`config.mk`:
```
export PLATFORM = sky130hd
export DESIGN_NAME = extent_block_mapper
export DESIGN_NICKNAME = d
export VERILOG_FILES = /design/src/design/ebm_pkg.sv /design/src/design/ebm_ctrl.sv /design/src/design/ebm_dpath.sv /design/src/design/extent_block_mapper.sv
export SDC_FILE = /design/constraint.sdc
export NUM_CORES = 1
export LEC_CHECK = 0
export BUFFER_PORTS_ARGS = -buffer_cell sky130_fd_sc_hd__buf_2
export CORE_ASPECT_RATIO = 0.5
export CORE_MARGIN = 8
export CORE_UTILIZATION = 50
export CTS_BUF_LIST = sky130_fd_sc_hd__clkbuf_8
export DETAILED_ROUTE_END_ITERATION = 16
export GPL_ROUTABILITY_DRIVEN = 1
export GPL_TIMING_DRIVEN = 0
export PLACE_DENSITY = 0.75
export SYNTH_ARGS = -nofsm -noshare
export SYNTH_HDL_FRONTEND = slang
export SYNTH_HIERARCHICAL = 1
export SYNTH_SLANG_ARGS = --single-unit
```
`constraint.sdc`:
```
create_clock -name clk -period 10.6 [get_ports clk]
set_clock_uncertainty 0.05 [all_clocks]
set_input_delay 1.59 -clock clk [delete_from_list [all_inputs] [get_ports clk]]
set_output_delay 1.59 -clock clk [all_outputs]
set_load 0.03 [all_outputs]
```
`src/design/ebm_pkg.sv`:
```
// ----------------------------------------------------------------------------
// ebm_pkg
// shared types, constants and codes of the extent block mapper
// ----------------------------------------------------------------------------
package ebm_pkg;

	// table geometry
	localparam int MAX_EXTENTS = 16;
	localparam int IDX_W       = (MAX_EXTENTS > 1) ? $clog2(MAX_EXTENTS) : 1;
	localparam int N_W         = $clog2(MAX_EXTENTS + 1);

	// field widths
	localparam int CFG_W   = 5;
	localparam int SLOT_W  = 4;
	localparam int BLK_W   = 24;
	localparam int LEN_W   = 8;
	localparam int PB_W    = 25;
	localparam int STS_W   = 2;

	// action codes
	localparam logic ACT_LOAD = 1'b0;
	localparam logic ACT_MAP  = 1'b1;

	// result status codes
	typedef enum logic [STS_W-1:0] {
		ST_MAPPED = 2'd0,
		ST_HOLE   = 2'd1,
		ST_EOF    = 2'd2
	} map_status_t;

	// one table entry
	typedef struct packed {
		logic [BLK_W-1:0] offset;
		logic [LEN_W-1:0] length;
		logic [BLK_W-1:0] start;
	} extent_t;

	// controller to datapath
	typedef struct packed {
		logic load;     // write one entry from the input item
		logic start;    // latch lookup block, clear scan index
		logic set_eof;  // empty scan, result is end of file
		logic check;    // evaluate the entry read, latch the result
		logic next;     // advance scan index
		logic emit;     // move result into the output register
	} ebm_cmd_t;

	// datapath to controller
	typedef struct packed {
		logic n_zero;   // no entries to scan
		logic hit;      // current entry decides the lookup
		logic last;     // current entry is the last one to scan
		logic out_free; // output register can take a result
	} ebm_sts_t;

endpackage

```
`src/design/ebm_ctrl.sv`:
```
// ----------------------------------------------------------------------------
// ebm_ctrl
// sequencer for load and map items: read, check, emit
// ----------------------------------------------------------------------------
module ebm_ctrl (
	input  logic              clk,
	input  logic              arst_n,
	input  logic              in_valid,
	input  logic              action,
	output logic              in_stall,
	input  ebm_pkg::ebm_sts_t sts,
	output ebm_pkg::ebm_cmd_t cmd
);
	import ebm_pkg::*;

	typedef enum logic [3:0] {
		S_IDLE  = 4'b0001,
		S_READ  = 4'b0010,
		S_CHECK = 4'b0100,
		S_EMIT  = 4'b1000
	} state_t;

	state_t state_q;
	state_t state_nxt;
	logic   accept;

	assign in_stall = (state_q != S_IDLE);
	assign accept   = in_valid && !in_stall;

	always_comb begin
		state_nxt = state_q;
		cmd       = '0;
		case (state_q)
			S_IDLE: begin
				if (accept) begin
					if (action == ACT_MAP) begin
						if (sts.n_zero) begin
							cmd.set_eof = 1'b1;
							state_nxt   = S_EMIT;
						end else begin
							cmd.start = 1'b1;
							state_nxt = S_READ;
						end
					end else begin
						cmd.load = 1'b1;
					end
				end
			end
			S_READ: begin
				state_nxt = S_CHECK;
			end
			S_CHECK: begin
				cmd.check = 1'b1;
				if (sts.hit || sts.last) begin
					state_nxt = S_EMIT;
				end else begin
					cmd.next  = 1'b1;
					state_nxt = S_READ;
				end
			end
			S_EMIT: begin
				if (sts.out_free) begin
					cmd.emit  = 1'b1;
					state_nxt = S_IDLE;
				end
			end
			default: begin
				state_nxt = S_IDLE;
			end
		endcase
	end

	always_ff @(posedge clk or negedge arst_n) begin
		if (!arst_n) begin
			state_q <= S_IDLE;
		end else begin
			state_q <= state_nxt;
		end
	end

endmodule

```
`src/design/ebm_dpath.sv`:
```
// ----------------------------------------------------------------------------
// ebm_dpath
// extent table, scan index, entry compare and output register
// ----------------------------------------------------------------------------
module ebm_dpath (
	input  logic                       clk,
	input  logic                       arst_n,
	input  ebm_pkg::ebm_cmd_t          cmd,
	output ebm_pkg::ebm_sts_t          sts,
	input  logic                       cfg_wr,
	input  logic [ebm_pkg::CFG_W-1:0]  cfg_data,
	input  logic [ebm_pkg::SLOT_W-1:0] entry_index,
	input  logic [ebm_pkg::BLK_W-1:0]  extent_offset,
	input  logic [ebm_pkg::LEN_W-1:0]  extent_length,
	input  logic [ebm_pkg::BLK_W-1:0]  extent_start,
	input  logic [ebm_pkg::BLK_W-1:0]  logical_block,
	output logic                       out_valid,
	input  logic                       out_stall,
	output logic [ebm_pkg::STS_W-1:0]  map_status,
	output logic [ebm_pkg::PB_W-1:0]   physical_block
);
	import ebm_pkg::*;

	extent_t          mem [MAX_EXTENTS];
	extent_t          rd_q;

	logic [CFG_W-1:0] extents_in_use_q;
	logic [N_W-1:0]   n_sat;
	logic [N_W-1:0]   n_q;
	logic [IDX_W-1:0] idx_q;
	logic [BLK_W-1:0] lb_q;

	map_status_t      res_status_q;
	logic [BLK_W-1:0] res_base_q;
	logic [BLK_W-1:0] res_off_q;

	logic             out_valid_q;
	logic [STS_W-1:0] out_status_q;
	logic [PB_W-1:0]  out_pb_q;

	logic             lb_below;
	logic [BLK_W-1:0] off;
	logic             lb_within;
	logic             slot_ok;

	// saturate the scan count to the table size
	always_comb begin
		if (32'(extents_in_use_q) > MAX_EXTENTS) begin
			n_sat = N_W'(MAX_EXTENTS);
		end else begin
			n_sat = N_W'(extents_in_use_q);
		end
	end

	// entry compare
	assign lb_below  = lb_q < rd_q.offset;
	assign off       = lb_q - rd_q.offset;
	assign lb_within = (off[BLK_W-1:LEN_W] == '0) && (off[LEN_W-1:0] < rd_q.length);
	assign slot_ok   = 32'(entry_index) < MAX_EXTENTS;

	assign sts.n_zero   = (n_sat == '0);
	assign sts.hit      = lb_below || lb_within;
	assign sts.last     = (N_W'(idx_q) + N_W'(1)) == n_q;
	assign sts.out_free = !out_valid_q || !out_stall;

	// extent table
	always_ff @(posedge clk) begin
		if (cmd.load && slot_ok) begin
			mem[IDX_W'(entry_index)] <= '{offset: extent_offset, length: extent_length,
				start: extent_start};
		end
		rd_q <= mem[idx_q];
	end

	// scan state and result
	always_ff @(posedge clk) begin
		if (cmd.start) begin
			lb_q <= logical_block;
			n_q  <= n_sat;
		end
		if (cmd.start) begin
			idx_q <= '0;
		end else if (cmd.next) begin
			idx_q <= idx_q + IDX_W'(1);
		end
		if (cmd.set_eof) begin
			res_status_q <= ST_EOF;
		end else if (cmd.check) begin
			if (lb_below) begin
				res_status_q <= ST_HOLE;
			end else if (lb_within) begin
				res_status_q <= ST_MAPPED;
			end else begin
				res_status_q <= ST_EOF;
			end
			res_base_q <= rd_q.start;
			res_off_q  <= off;
		end
	end

	// output register
	always_ff @(posedge clk or negedge arst_n) begin
		if (!arst_n) begin
			out_valid_q      <= 1'b0;
			extents_in_use_q <= '0;
		end else begin
			if (cmd.emit) begin
				out_valid_q <= 1'b1;
			end else if (!out_stall) begin
				out_valid_q <= 1'b0;
			end
			if (cfg_wr) begin
				extents_in_use_q <= cfg_data;
			end
		end
	end

	always_ff @(posedge clk) begin
		if (cmd.emit) begin
			out_status_q <= res_status_q;
			if (res_status_q == ST_MAPPED) begin
				out_pb_q <= PB_W'(res_base_q) + PB_W'(res_off_q);
			end else begin
				out_pb_q <= '0;
			end
		end
	end

	assign out_valid      = out_valid_q;
	assign map_status     = out_status_q;
	assign physical_block = out_pb_q;

endmodule

```
`src/design/extent_block_mapper.sv`:
```
// ----------------------------------------------------------------------------
// extent_block_mapper
// file extent table with in-order lookup of logical to physical blocks
// ----------------------------------------------------------------------------
//  channel | direction | handshake             | payload
//  --------+-----------+-----------------------+----------------------------------
//  in      | in        | in_valid / in_stall   | action, entry_index, extent_*,
//          |           |                       | logical_block
//  out     | out       | out_valid / out_stall | map_status, physical_block
//  cfg     | in        | cfg_valid / cfg_ready | cfg_data (extents_in_use)
//
//  a load item writes one table entry and gives no result
//  a map item visits k entries, k at most extents_in_use, capped at the
//  table size; each entry costs a table read state and a compare state on
//  the single read port
//  the output register holds a result while out_stall is high; the next item
//  is taken as soon as the result is in that register
//  arst_n clears the sequencer, output valid and extents_in_use; table
//  contents are not cleared and read as garbage until written
// ----------------------------------------------------------------------------
module extent_block_mapper (
	input  logic                       clk,
	input  logic                       arst_n,
	// item input
	input  logic                       in_valid,
	output logic                       in_stall,
	input  logic                       action,
	input  logic [ebm_pkg::SLOT_W-1:0] entry_index,
	input  logic [ebm_pkg::BLK_W-1:0]  extent_offset,
	input  logic [ebm_pkg::LEN_W-1:0]  extent_length,
	input  logic [ebm_pkg::BLK_W-1:0]  extent_start,
	input  logic [ebm_pkg::BLK_W-1:0]  logical_block,
	// result output
	output logic                       out_valid,
	input  logic                       out_stall,
	output logic [ebm_pkg::STS_W-1:0]  map_status,
	output logic [ebm_pkg::PB_W-1:0]   physical_block,
	// configuration write
	input  logic                       cfg_valid,
	output logic                       cfg_ready,
	input  logic [ebm_pkg::CFG_W-1:0]  cfg_data
);
	import ebm_pkg::*;

	ebm_cmd_t cmd;
	ebm_sts_t sts;

	// register write is always taken
	assign cfg_ready = 1'b1;

	// sequencer: idle, table read, compare, result hand-off
	ebm_ctrl u_ctrl (
		.clk      (clk),
		.arst_n   (arst_n),
		.in_valid (in_valid),
		.action   (action),
		.in_stall (in_stall),
		.sts      (sts),
		.cmd      (cmd)
	);

	// table, scan index, compare and output register
	ebm_dpath u_dpath (
		.clk            (clk),
		.arst_n         (arst_n),
		.cmd            (cmd),
		.sts            (sts),
		.cfg_wr         (cfg_valid && cfg_ready),
		.cfg_data       (cfg_data),
		.entry_index    (entry_index),
		.extent_offset  (extent_offset),
		.extent_length  (extent_length),
		.extent_start   (extent_start),
		.logical_block  (logical_block),
		.out_valid      (out_valid),
		.out_stall      (out_stall),
		.map_status     (map_status),
		.physical_block (physical_block)
	);

endmodule

```
# Word level (Yosys, flattened, before mapping)
# Memory sizes are Yosys's and may differ from the RTL's. A register that Yosys moved wholly into a read port is not among the register bits.
# Index checks and enable logic that the tools add are counted.
[word_totals]
word_cells = 66
latchBits = 0
romBits = 0
in_bits = 95
memories = 1
out_inout_bits = 30
ramBits = 896
ff_bits = 120
[op_classes]
div = 0
n_eq_ne = 10
n_bitwise = 1
multipliers = 0
shift = 0
n_addsub = 4
n_lt_le_gt_ge = 3
n_mux = 23
n_reduce_logical = 13
[memory_table]
columns = ["memory", "depth", "width", "read_ports", "rd_ports_with_merged_regs", "wr", "line_no", "rtl"]
rows = [
  ["u_dpath.mem", 16, 56, 1, 1, 1, "ebm_dpath.sv:24", "extent_t mem [MAX_EXTENTS];"],
]
[op_table]
columns = ["op", "count"]
rows = [
  ["adder 24 x 24 -> 25 bit", 1],
  ["< comparator 24 bit", 1],
  ["subtractor 24 bit", 1],
  ["two-way mux 4 bit", 5],
  ["logical NOT 16 bit", 1],
  ["case mux 4 bit (4 select lines)", 1],
  ["two-way mux 1 bit", 10],
  ["< comparator 8 bit", 1],
  ["two-way mux 2 bit", 4],
  ["two-way mux 3 bit", 2],
  ["adder 4 x 1 -> 5 bit (second input constant)", 1],
  ["equality test 5 bit", 1],
  ["> comparator 5 bit (second input constant)", 1],
  ["logical NOT 5 bit", 1],
  ["two-way mux 5 bit", 1],
  ["adder 4 x 1 -> 4 bit (second input constant)", 1],
  ["equality test 4 x 1 -> 1 bit (second input constant)", 1],
  ["equality test 4 x 2 -> 1 bit (second input constant)", 1],
  ["equality test 4 x 3 -> 1 bit (second input constant)", 1],
  ["equality test 4 bit (second input constant)", 1],
  ["inequality test 2 x 1 -> 1 bit (second input constant)", 2],
  ["inequality test 2 bit (second input constant)", 2],
  ["inequality test 4 x 1 -> 1 bit (second input constant)", 1],
  ["logical NOT 1 bit", 3],
  ["other kinds (6)", 9],
]

# Longest topological paths before layout
[logic_depth]
depth_word = 9
depth_mapped = 19
ltp_nobuf = 19

# Hierarchy
# The synthesis kept the hierarchy.
[by_module_without_submodules]
columns = ["module", "instances", "seq_area_each_um2", "area_each_um2", "cells_per_inst"]
rows = [
  ["ebm_dpath", 1, 31420.1, 41116.9, 1871],
  ["ebm_ctrl", 1, 101.3, 274.0, 28],
  ["extent_block_mapper", 1, 0.0, 11.3, 2],
]

# Worst setup path before layout
# Ideal clock, no wire load.
[synth_path]
kind = "input to register"
start = "input in_valid"
end = "memory u_dpath/mem[0][0] in the netlist's numbering (enable)"
setup_time_ns = 0.539
stages = 4
path_buffers = 0
setup_slack_ns = 3.890
t_arrival_ns = 6.121
t_required_ns = 10.011
path_cell_list = "nand2_1 -> nor2_1 -> or3b_2 -> nor3_1"
[synth_rtl]
columns = ["element", "line_no", "rtl"]
rows = [
  ["start: declaration", "extent_block_mapper.sv:25", "input logic in_valid,"],
  ["end: declaration", "ebm_dpath.sv:24", ""],
]

==> summary.md <==
The worst-case headroom to the max-slew limit is 0.09802. For this run the aggregate overflow at the end of global routing stands at 0. The aggregate global-route resource usage is 0.2085, and the power density over the cells is 171.0 nW/um^2. The placement-stage worst setup slack was 5.992 ns; the clock-pin slew of the registers on the worst-case setup and hold paths was 0.07 ns. The cell count after synthesis came out at 1901.

The first global-routing pass estimated 140700 um of wire. In this run the critical register-to-register path is launched from u_dpath/lb_q[0]. TritonCTS built the clock tree. In this run the most critical hold path is launched from u_dpath/rd_q[7]. The run gives 32 as the largest net degree at the start of global routing. The worst setup path is launched from a flip-flop. The instance count along the most critical hold path came out at 0. The final core utilization is 0.5773. Summing every instance area after synthesis gives 41400 sq um. For this design, the sink count on the clock tree is 1072. The hold violation count in the final report came out at 0.

The run finished with clean final reports. Counting the fill cells in the layout gives 5758. The worst hold path belongs to the class reg2reg. The final setup violation count is 0, and the count of instances resized after the clock tree is built is 0. Buffers inserted during clock tree synthesis total 148.

The longest clock path from root to sink contains 3 buffers. Buffers placed on the I/O ports in this run total 123. Number of setup buffers added after CTS: 0. A synthesized cell averages 21.78 sq um. The floorplan step set the die width to 423.0 um.

The period utilization works out to 0.4467. The effective utilization at floorplan was 0.5058; the latest clock arrival within the worst-skew pair was 0.80 ns. The HPWL after detailed placement was 64480 um; the quantity of hold-fixing buffers added after cts was 0. Max-cap violations in this run came to 0. The share of post-route cells with drive strength above 1 was 0.2929; the count of boundary I/O pins was 125. The clock period minus worst slack is 4.735 ns, and the iteration count of the initial detailed-routing pass is 5.

For this run, the leading register cell type out of synthesis is edfxtp_1. Vertical die dimension: 219.5 um. The Yosys step of the flow raised 6 warnings. The worst register-to-register path has a depth of 19.

Compared with the post-synthesis result, the final layout area differs by 14.12%. The number of nets handed over by synthesis was 2054. Clock root buffer: clkbuf_8. Counting flops with a built-in enable in the synthesized netlist gives 1000.

Data arrival time of the critical path: 5.37 ns. Setup repair after global routing left no endpoint under its margin. The total number of vias was 20.81k; the maximum VDD drop was 118.8 uV.

The clock tree synthesis step divided the H-tree into 4 levels. The number of vias per cell came out at 6.024. Routability-driven placement congestion ratio: 0.8691.

The tools report the minimum setup slack among reg-to-reg paths as 5.86 ns. The transition at the pin with the smallest max-transition slack is 1.353 ns. Counting tap cells, the placed design contains a total of 3187 instances. The run gives 0 as the count of unresolved DRC violations after routing. The die covers 92830 sq um. The sequential share of the synthesized area came out at 0.7613. The worst setup path is captured at a flip-flop. The run gives 0 as the max-slew violation total from the final report. The netlist uses 75 different library cells. Via count of the first global-routing pass: 21.08k. The tools report the detailed-route wire length as 97950 um.

In the final design database the tool counted 2388 nets. The tools report the core box area as 81850 sq um. End of the worst register-to-register path: u_dpath/idx_q[3]. For this block, the initial DRC count from the detailed router was 2450. The fraction of registers with async set or reset after synthesis works out to 0.009328.

Hold path endpoint: u_dpath/res_base_q[7]. The number of antenna violations at the first check in global routing was 10; the top achievable clock speed was 0.2112 GHz. In this run the remaining antenna-violating nets after routing total 0. Setup slack closes at 5.865 ns. The number of placement rows is 74, and the largest driver fanout on the critical path is 4. For this run, the number of standard cells in the final layout without fillers is 3455.

The critical path in this run is classified as reg2reg. In the final routed layout, each cell accounts on average for 28.35 um. For the endpoint required time on the critical path, the log shows 11.23 ns. After layout, the design draws a total of 8079 uW. Counting flops and latches in the post-synthesis netlist gives 1072. Leakage power total: 0.01528 uW.
-- worst max-delay path by stage --
stage | end | slack (ns) | cells after the start | start
4_1_cts | u_dpath/idx_q[3] | 5.94 | 19 | u_dpath/lb_q[0]
3_3_place_gp | u_dpath/mem[0][23] | -2.11 | 5 | in_valid
5_1_grt | u_dpath/idx_q[3] | 5.69 | 19 | u_dpath/lb_q[0]
6_report | u_dpath/idx_q[3] | 5.86 | 19 | u_dpath/lb_q[0]
3_5_place_dp | u_dpath/idx_q[3] | 5.99 | 19 | u_dpath/lb_q[0]
2_1_floorplan | u_dpath/mem[0][0] | 3.89 | 4 | in_valid
-- cell usage in the layout, fill, tap and decap left out, types with 16 or more instances in the layout --
master	instances
edfxtp_1	1000
nand2_1	23
mux4_2	280
a21oi_1	29
buf_6	28
o21ai_0	19
buf_12	26
clkinv_1	26
dfxtp_1	62
xor2_1	18
ha_1	56
inv_1	113
nor3_1	16
clkbuf_1	47
nand3_1	16
nor2_1	50
buf_2	124
a21o_1	20
clkbuf_8	159
buf_1	26
xnor2_1	22
-- logic make-up (layout without fill, tap and decap cells) --
kind of cell | after synthesis | count (layout) | synth area share
flops | 1072 | 1072 | 0.7613
mux | 288 | 288 | 0.1544
simple gates | 185 | 185 | 0.02315
compound gates | 131 | 131 | 0.02312
buf+inv | 126 | 574 | 0.01154
fa+ha+maj | 58 | 58 | 0.01789
xor+xnor | 40 | 40 | 0.008462
other cells | 1 | 5 | 0.00009057
-- report_power, final --
group          total [uW]  switching, uW  internal (uW)
sequential           4710           24.9           4690
clock                2960           1500           1460
combinational         404            251            152
-- registers in the layout (all words and copies together) (netlist names) --
name and flops:
u_dpath/res_base_q 24, u_dpath/res_off_q 24, u_dpath/res_status_q 2, u_ctrl/state_q 4
u_dpath/lb_q 24, u_dpath/idx_q 4, u_dpath/map_status 2, u_dpath/n_q 5
u_dpath/physical_block 25, u_dpath/rd_q 56, u_dpath/extents_in_use_q 5, u_dpath/mem 896
u_dpath/out_valid 1
-- stage by stage --
stage / setup TNS (ns) / cell area (sq um) / hold WS [ns]
floorplan: 0 / 41400 / 0.3355
finish: 0 / 47250 / 0.3486
CTS: 0 / 47240 / 0.3399
detailed placement: 0 / 44520 / 0.3404
global placement: -346.03 / 43400 / 0.3381
global route: 0 / 47240 / 0.3351
-- per-layer routing --
metal | track usage | routed length, um | part of all wire | up-vias
met4 | 0.06770 | 2617 | 0.027 | 8
met5 | 0 | 58 | 0.00059 | -
met1 | 0.2821 | 38140 | 0.39 | 10866
li1 | - | - | - | 8593
met3 | 0.04684 | 9798 | 0.10 | 177
met2 | 0.3410 | 47340 | 0.48 | 1169
-- critical path, stage by stage, from the launching register on --
cell and delay (ns):
edfxtp_1 0.40, inv_1 0.06, ha_1 0.20, fa_1 0.45, nor2b_4 0.16, o21a_1 0.12, nor2_1 0.05, xnor2_1 0.30
ha_1 0.30, o21ai_0 0.19, o21bai_1 0.08, a21o_2 0.26, a2111oi_2 0.36, nand4b_1 0.25, o41ai_2 0.63, nor2_1 0.13
and2_1 0.25, nand4_1 0.11, xor2_1 0.18, nor2_1 0.09
-- cells in the mapped netlist, types with 22 or more instances --
| master | instances | area, sq um |
|---|---|---|
| inv_1 | 51 | 191.4 |
| mux4_2 | 280 | 6306 |
| a21oi_1 | 29 | 145.1 |
| buf_1 | 26 | 97.59 |
| edfxtp_1 | 1000 | 30030 |
| nand2_1 | 23 | 86.33 |
| nor2_1 | 64 | 240.2 |
| clkbuf_1 | 47 | 176.4 |
| xnor2_1 | 22 | 192.7 |
| ha_1 | 56 | 700.7 |
| dfxtp_1 | 62 | 1241 |
-- area by class of cell --
cell class / count / area (sq um) / area share
Sequential cell: 1072 / 31520 / 0.6672
Multi-Input combinational cell: 703 / 9529 / 0.2017
Clock buffer: 159 / 2188 / 0.04632
Timing Repair Buffer: 184 / 1612 / 0.03411
Tap cell: 1102 / 1379 / 0.02918
Clock inverter: 105 / 530.5 / 0.01123
Buffer: 75 / 286.5 / 0.006064
Inverter: 51 / 191.4 / 0.004052
Antenna cell: 4 / 10.01 / 0.0002119
Power figures use the tool's default switching activity.
